### src/design/gbp_pkg.sv
// Shared types and constants for the gshare branch predictor.
package gbp_pkg;

    localparam int APB_ADDR_W = 3;
    localparam int APB_DATA_W = 32;
    localparam int REG_IDX_W  = APB_ADDR_W - 2;
    localparam int HIST_LEN_W = 4;
    localparam int CTR_W      = 3;

    localparam logic [REG_IDX_W-1:0]  REG_HISTORY_BITS = 1'b0;
    localparam logic [HIST_LEN_W-1:0] HIST_LEN_RESET   = 4'd8;

    localparam logic [CTR_W-1:0] CTR_INIT = 3'd4;
    localparam logic [CTR_W-1:0] CTR_MAX  = 3'd7;
    localparam logic [CTR_W-1:0] CTR_MIN  = 3'd0;

    typedef enum logic [1:0] {
        ST_CLEAR,
        ST_IDLE,
        ST_UPDATE
    } gbp_state_t;

endpackage

### src/design/gbp_if.sv
// Valid/ready channels for resolved branches and prediction results.
interface gbp_in_if;
    logic        valid;
    logic        ready;
    logic [31:0] branch_address;
    logic        taken;

    modport source (output valid, output branch_address, output taken, input ready);
    modport sink   (input valid, input branch_address, input taken, output ready);
endinterface

interface gbp_out_if;
    logic valid;
    logic ready;
    logic predicted_taken;
    logic mispredicted;

    modport source (output valid, output predicted_taken, output mispredicted, input ready);
    modport sink   (input valid, input predicted_taken, input mispredicted, output ready);
endinterface

### src/design/gshare_branch_predictor_core.sv
// Gshare branch predictor with 3-bit saturating counters: top level.
// After reset the counter table is swept to weakly taken, one entry per cycle; no branch
// is accepted during the sweep, configuration writes are. For each branch the counter table
// is read in the accept cycle (registered synchronous read) and written back with the
// saturated counter in the next, while the history register shifts. The result sits in an
// output register; the next branch is accepted only once that result is taken, at the
// earliest in the same cycle. The history length register lies at byte address 0 of the
// APB port.
module gshare_branch_predictor_core #(
    parameter int INDEX_BITS = 10
) (
    input  logic                             clk,
    input  logic                             rst_n,
    gbp_in_if.sink                           branch,
    gbp_out_if.source                        result,
    input  logic                             psel,
    input  logic                             penable,
    input  logic                             pwrite,
    input  logic [gbp_pkg::APB_ADDR_W-1:0]   paddr,
    input  logic [gbp_pkg::APB_DATA_W-1:0]   pwdata,
    output logic [gbp_pkg::APB_DATA_W-1:0]   prdata,
    output logic                             pready
);
    import gbp_pkg::*;

    localparam int DEPTH = 1 << INDEX_BITS;

    logic [CTR_W-1:0] ctr_mem [DEPTH];

    gbp_state_t              state_reg, state_next;
    logic [INDEX_BITS-1:0]   clr_cnt_reg, clr_cnt_next;
    logic [INDEX_BITS-1:0]   hist_reg, hist_next;
    logic [HIST_LEN_W-1:0]   hist_len_reg, hist_len_next;
    logic                    out_valid_reg, out_valid_next;
    logic [INDEX_BITS-1:0]   idx_reg;
    logic                    taken_reg;
    logic [CTR_W-1:0]        rd_data_reg;
    logic                    pred_reg;
    logic                    misp_reg;

    logic [INDEX_BITS-1:0]   hist_mask;
    logic [INDEX_BITS-1:0]   hist_top;
    logic [INDEX_BITS-1:0]   idx_next;
    logic                    accept;
    logic                    wr_en;
    logic [INDEX_BITS-1:0]   wr_addr;
    logic [CTR_W-1:0]        wr_data;
    logic [CTR_W-1:0]        ctr_upd;
    logic                    cfg_wr;
    logic [REG_IDX_W-1:0]    reg_idx;

    assign pready  = 1'b1;
    assign reg_idx = paddr[APB_ADDR_W-1:2];
    assign cfg_wr  = psel & penable & pwrite & pready;

    always_comb
    begin
        case (reg_idx)
            REG_HISTORY_BITS: prdata = {{(APB_DATA_W-HIST_LEN_W){1'b0}}, hist_len_reg};
            default:          prdata = '0;
        endcase
    end

    always_comb
    begin
        for (int i = 0; i < INDEX_BITS; i++)
        begin
            hist_mask[i] = (i < int'(hist_len_reg));
        end
    end

    assign hist_top = hist_mask & ~(hist_mask >> 1);
    assign idx_next = branch.branch_address[INDEX_BITS+1:2] ^ (hist_reg & hist_mask);
    assign accept   = branch.valid & branch.ready;

    always_comb
    begin
        if (taken_reg)
        begin
            ctr_upd = (rd_data_reg == CTR_MAX) ? rd_data_reg : rd_data_reg + 3'd1;
        end
        else
        begin
            ctr_upd = (rd_data_reg == CTR_MIN) ? rd_data_reg : rd_data_reg - 3'd1;
        end
    end

    always_comb
    begin
        state_next     = state_reg;
        clr_cnt_next   = clr_cnt_reg;
        hist_next      = hist_reg;
        out_valid_next = out_valid_reg & ~result.ready;
        branch.ready   = 1'b0;
        wr_en          = 1'b0;
        wr_addr        = idx_reg;
        wr_data        = ctr_upd;
        case (state_reg)
            ST_CLEAR:
            begin
                wr_en        = 1'b1;
                wr_addr      = clr_cnt_reg;
                wr_data      = CTR_INIT;
                clr_cnt_next = clr_cnt_reg + 1'b1;
                if (&clr_cnt_reg)
                begin
                    state_next = ST_IDLE;
                end
            end
            ST_IDLE:
            begin
                branch.ready = ~out_valid_reg | result.ready;
                if (accept)
                begin
                    state_next = ST_UPDATE;
                end
            end
            ST_UPDATE:
            begin
                wr_en          = 1'b1;
                out_valid_next = 1'b1;
                hist_next      = (((hist_reg & hist_mask) >> 1)
                                 | (taken_reg ? hist_top : '0)) & hist_mask;
                state_next     = ST_IDLE;
            end
            default:
            begin
                state_next = ST_IDLE;
            end
        endcase
    end

    assign hist_len_next = (cfg_wr && reg_idx == REG_HISTORY_BITS)
                         ? pwdata[HIST_LEN_W-1:0] : hist_len_reg;

    always_ff @(posedge clk or negedge rst_n)
    begin
        if (!rst_n)
        begin
            state_reg     <= ST_CLEAR;
            clr_cnt_reg   <= '0;
            hist_reg      <= '0;
            hist_len_reg  <= HIST_LEN_RESET;
            out_valid_reg <= 1'b0;
        end
        else
        begin
            state_reg     <= state_next;
            clr_cnt_reg   <= clr_cnt_next;
            hist_reg      <= hist_next;
            hist_len_reg  <= hist_len_next;
            out_valid_reg <= out_valid_next;
        end
    end

    always_ff @(posedge clk)
    begin
        if (accept)
        begin
            idx_reg   <= idx_next;
            taken_reg <= branch.taken;
        end
        if (state_reg == ST_UPDATE)
        begin
            pred_reg <= rd_data_reg[CTR_W-1];
            misp_reg <= rd_data_reg[CTR_W-1] ^ taken_reg;
        end
    end

    // Counter table: one write port, one registered read port.
    always_ff @(posedge clk)
    begin
        if (wr_en)
        begin
            ctr_mem[wr_addr] <= wr_data;
        end
        if (accept)
        begin
            rd_data_reg <= ctr_mem[idx_next];
        end
    end

    assign result.valid           = out_valid_reg;
    assign result.predicted_taken = pred_reg;
    assign result.mispredicted    = misp_reg;

endmodule

### src/flat_wrapper.sv
// flat-port wrapper written by rule: the top's interface ports become plain ports
module gshare_branch_predictor_core_flat import gbp_pkg::*;
#(
    parameter int INDEX_BITS = 10
)
  (clk, rst_n, psel, penable, pwrite, paddr, pwdata, prdata, pready, branch_valid, branch_branch_address, branch_taken, branch_ready, result_valid, result_predicted_taken, result_mispredicted, result_ready);
  gbp_in_if branch_i ();
  gbp_out_if result_i ();
  input  logic clk;
  input  logic rst_n;
  input  logic psel;
  input  logic penable;
  input  logic pwrite;
  input  logic [gbp_pkg::APB_ADDR_W-1:0] paddr;
  input  logic [gbp_pkg::APB_DATA_W-1:0] pwdata;
  output logic [gbp_pkg::APB_DATA_W-1:0] prdata;
  output logic pready;
  input wire logic [$bits(branch_i.valid)-1:0] branch_valid;
  input wire logic [$bits(branch_i.branch_address)-1:0] branch_branch_address;
  input wire logic [$bits(branch_i.taken)-1:0] branch_taken;
  output wire logic [$bits(branch_i.ready)-1:0] branch_ready;
  output wire logic [$bits(result_i.valid)-1:0] result_valid;
  output wire logic [$bits(result_i.predicted_taken)-1:0] result_predicted_taken;
  output wire logic [$bits(result_i.mispredicted)-1:0] result_mispredicted;
  input wire logic [$bits(result_i.ready)-1:0] result_ready;
  assign branch_i.valid = branch_valid;
  assign branch_i.branch_address = branch_branch_address;
  assign branch_i.taken = branch_taken;
  assign branch_ready = branch_i.ready;
  assign result_valid = result_i.valid;
  assign result_predicted_taken = result_i.predicted_taken;
  assign result_mispredicted = result_i.mispredicted;
  assign result_i.ready = result_ready;
  gshare_branch_predictor_core #(.INDEX_BITS(INDEX_BITS)) u_core (.clk(clk), .rst_n(rst_n), .branch(branch_i), .result(result_i), .psel(psel), .penable(penable), .pwrite(pwrite), .paddr(paddr), .pwdata(pwdata), .prdata(prdata), .pready(pready));
endmodule
### config.mk
export PLATFORM = sky130hd
export DESIGN_NAME = gshare_branch_predictor_core_flat
export DESIGN_NICKNAME = d
export VERILOG_FILES = /design/src/design/gbp_pkg.sv /design/src/design/gbp_if.sv /design/src/design/gshare_branch_predictor_core.sv /design/src/flat_wrapper.sv
export SDC_FILE = /design/constraint.sdc
export NUM_CORES = 2
export LEC_CHECK = 0
export ABC_CLOCK_PERIOD_IN_PS = 33800
export BUFFER_PORTS_ARGS = -buffer_cell sky130_fd_sc_hd__buf_2
export CORE_MARGIN = 8
export CORE_UTILIZATION = 63
export CTS_CLUSTER_DIAMETER = 60
export DETAILED_ROUTE_END_ITERATION = 8
export HOLD_SLACK_MARGIN = 0.02
export PLACE_DENSITY = 0.79
export SLEW_MARGIN = 20
export SYNTH_ARGS = -nofsm -noshare
export SYNTH_HDL_FRONTEND = slang
export SYNTH_SLANG_ARGS = --single-unit
### constraint.sdc
create_clock -name clk -period 33.8 [get_ports clk]
set_input_delay 3.38 -clock clk [delete_from_list [all_inputs] [get_ports clk]]
set_output_delay 3.38 -clock clk [all_outputs]
set_load 0.01 [all_outputs]
==> impl_metrics.tcl <==
set metrics [dict create \
    drt_drc_violations_left 0 \
    drtIter0Drc 13600 \
    placed_cells 10000 \
    slowest_delay_ns 0.88 \
    grt_usage_pct 32.9 \
    synth_adder_area_share_pct 0.0489 \
    final_max_slew_viol_count 0 \
    ys_types 96 \
    period_share_pct 29.8 \
    drv_cap 0 \
    hold_ws_ns 0.494 \
    fmaxAchievable_mhz 99.3 \
    synth_top_family_by_area "multiplexers" \
    synth-xor-area-share_pct 0.110 \
    clk_latency_ns 0.96 \
    postCtsSetupRepairBufs 0 \
    fp.dieW_um 467 \
    ys_async_sr_fraction_pct 0.867 \
    placed_cell_area_um2 129000 \
    swShare_pct 34.7 \
    clock_skew_ns 0.0480 \
    yosysSeqAreaShare_pct 73.0 \
    placement.io_buffers 30 \
    worstPathArrival_ns 10.69 \
    dp_hpwl_um 201000 \
    first_pass_iters 6 \
    routedWlPerCell_um 34.5 \
    crit_end "u_core.rd_data_reg[2]" \
    clk_path_buf_depth 4 \
    p_int_mw 8.06 \
    place_ws_ns 23.07 \
    combPwrFrac_pct 31.7 \
    overflow 0 \
    fin_util_pct 69.0 \
    hold_viol 0 \
    rsz0062_at_grt "false" \
    fin_crit_ns 10.07 \
    crit_path_max_fanout 53 \
    clk_pin_slew_worst_paths_ns 0.06 \
    ir_worst_vdd_v 0.0000886 \
    cts_resized 0 \
    die_area_um2 218000 \
    grt_pass1_vias 74300 \
    yosys.area_share.simple_pct 6.95 \
    finalSetupTns_ns 0 \
    largest_reg_flops 3072 \
    worst_slew_pin_slew_ns 1.31 \
    synth-compound-area-share_pct 4.78 \
    htree_num_levels 5 \
    grt_max_degree 287 \
    grt_pass1_wl_um 517000 \
    power_mw 12.3 \
    wl_um 364000 \
    drive_above_1_share_pct 15.1 \
    cp.required_ns 34.41 \
    antenna_found_initial 19 \
    p_sw_mw 4.28 \
    ff2ff_path_depth 13 \
    relSlewSlack_pct 11.2 \
    pwr-share-clk_pct 27.9 \
    p_seq_share_pct 40.4 \
    final_nets 7725 \
    path_cells "buf_2 -> xor2_4 -> buf_4 -> buf_4 -> buf_4 -> buf_4 -> mux4_1 -> a2111oi_0 -> o211ai_1 -> o211ai_1 -> nor3_1 -> a311oi_1 -> nor4bb_1" \
    r2r_setup_slack_ns 24.91 \
    cp-end-kind "flip-flop" \
    power.density_nw_per_um2 88.5 \
    synthMuxAreaShare_pct 11.8 \
    critPathMostFrequentCell "buf_4" \
    synthFlopType "edfxtp_1" \
    crit_start "branch_branch_address[2]" \
    leakagePower_nw 44.2 \
    setup_ws_ns 23.73 \
    regMostFlops "u_core.ctr_mem" \
    critPathSlowestCell "buf_4" \
    antenna_left 0 \
    r2r-start "u_core.hist_len_reg[1]" \
    area_growth_pct 9.01 \
    start_kind "primary input" \
    synth.cell_area_um2 128000 \
    critPathKind "in2reg" \
    io_pins 112 \
    cts_buffers 312 \
    tritoncts "built" \
    finalSetupViolations 0 \
    avgSynthCellArea_um2 16.7 \
    start_util_pct 63.3 \
    std_cell_rows 165 \
    gp_congestion 0.882 \
    syn_inst 7672 \
    chipHeight_um 467 \
    vias 76100 \
    hold_class "reg2reg" \
    cts.sinks 3115 \
    status "complete, no violations" \
    ctsHoldBuffers 0 \
    timing.rr.end "u_core.rd_data_reg[2]" \
    synth-edff-count 3088 \
    stdcell_count 10600 \
    synth-seq-cells 3115 \
    design_area_um2 139000 \
    root_buffer "clkbuf_16" \
    yosysWarningCount 0 \
    coreArea_um2 202000 \
    detail_route.vias_per_cell 7.21 \
]
-- cells in the mapped netlist (44+ instances only) --
library cell	instances	area share, %
edfxtp_1	3088	72
nor2_1	1094	3.2
nand2_1	654	1.9
mux4_2	401	7.1
mux2i_1	343	2.7
a21oi_1	261	1.0
clkbuf_1	259	0.76
o221ai_1	117	0.80
nand3_1	115	0.45
o21ai_0	101	0.40
o22ai_1	98	0.48
nor3_1	94	0.37
mux4_1	89	1.8
buf_2	82	0.32
a31oi_1	60	0.29
buf_1	58	0.17
buf_6	44	0.39
-- per-layer routing --
layer | part of all wire (%) | vias up | track usage (%) | wire [um]
met1 | 33 | 37800 | 42.7 | 119000
met4 | 6.8 | 18 | 18.9 | 24900
met2 | 44 | 6943 | 48.3 | 161000
met3 | 16 | 1394 | 12.0 | 59200
met5 | 0.032 | - | 0 | 116
li1 | - | 29900 | - | -
-- power by group through the flow --
stage	Combinational, mW	Sequential [mW]	Clock (mW)
5_1_grt	4.00	4.99	3.58
3_3_place_gp	3.63	5.07	0
2_1_floorplan	2.51	5.98	0
3_5_place_dp	3.72	5.07	0
4_1_cts	3.76	4.99	3.44
6_report	3.91	4.99	3.44
-- cells by family (layout without fill, tap and decap cells) --
kind of cell / count (synthesis) / after routing
and+or+nand+nor: 2154 / 2154
muxes: 859 / 859
adders and majority gates: 5 / 5
other: 2 / 49
buffers and inverters: 615 / 785
AOI/OAI and AO/OA: 906 / 906
DFF: 3115 / 3115
xor gates and xnor gates: 16 / 16
-- cell type report --
class | instances | area, um^2
diodes | 20 | 50.0
fillers | 12000 | 62600
flip-flops and latches | 3115 | 93400
clock inverters | 161 | 1640
repair buffers | 223 | 1810
clock buffers | 377 | 8320
well taps | 2672 | 3340
inverters | 24 | 118
multi-input cells | 3969 | 30800
-- placed cells by master, fill, tap and decap left out, types with 26 or more instances in the layout --
cell type / instances
a2111oi_0: 29
a211oi_1: 32
a21oi_1: 259
a22oi_1: 35
a31oi_1: 60
buf_2: 30
buf_4: 176
bufinv_16: 33
clkbuf_1: 52
clkbuf_16: 324
clkinv_1: 63
clkinv_2: 46
conb_1: 29
dfrtp_1: 26
edfxtp_1: 3088
mux2_2: 26
mux2i_1: 343
mux4_1: 89
mux4_2: 401
nand2_1: 625
nand3_1: 113
nand4_1: 36
nor2_1: 1086
nor3_1: 91
o21ai_0: 100
o221ai_1: 116
o22ai_1: 98
-- how the worst min path moves through the flow --
stage / from / to / slack, ns / depth (start not counted)
4_1_cts: u_core.hist_reg[7] / u_core.hist_reg[7] / 0.50 / 2
2_1_floorplan: u_core.hist_reg[7] / u_core.hist_reg[7] / 0.45 / 2
3_5_place_dp: u_core.hist_reg[7] / u_core.hist_reg[7] / 0.49 / 2
3_3_place_gp: u_core.hist_reg[7] / u_core.hist_reg[7] / 0.48 / 2
6_report: u_core.hist_reg[7] / u_core.hist_reg[7] / 0.49 / 2
5_1_grt: u_core.hist_reg[7] / u_core.hist_reg[7] / 0.53 / 2
-- worst max-delay path, delay by kind of cell --
| kind | cells | cell delay (ns) |
|---|---|---|
| multiplexers | 1 | 0.67 |
| buffers and inverters | 5 | 3.33 |
| AO/OA/AOI/OAI | 4 | 2.09 |
| AND/OR/NAND/NOR | 2 | 0.46 |
| XOR/XNOR | 1 | 0.61 |
Power figures use the tool's default switching activity.
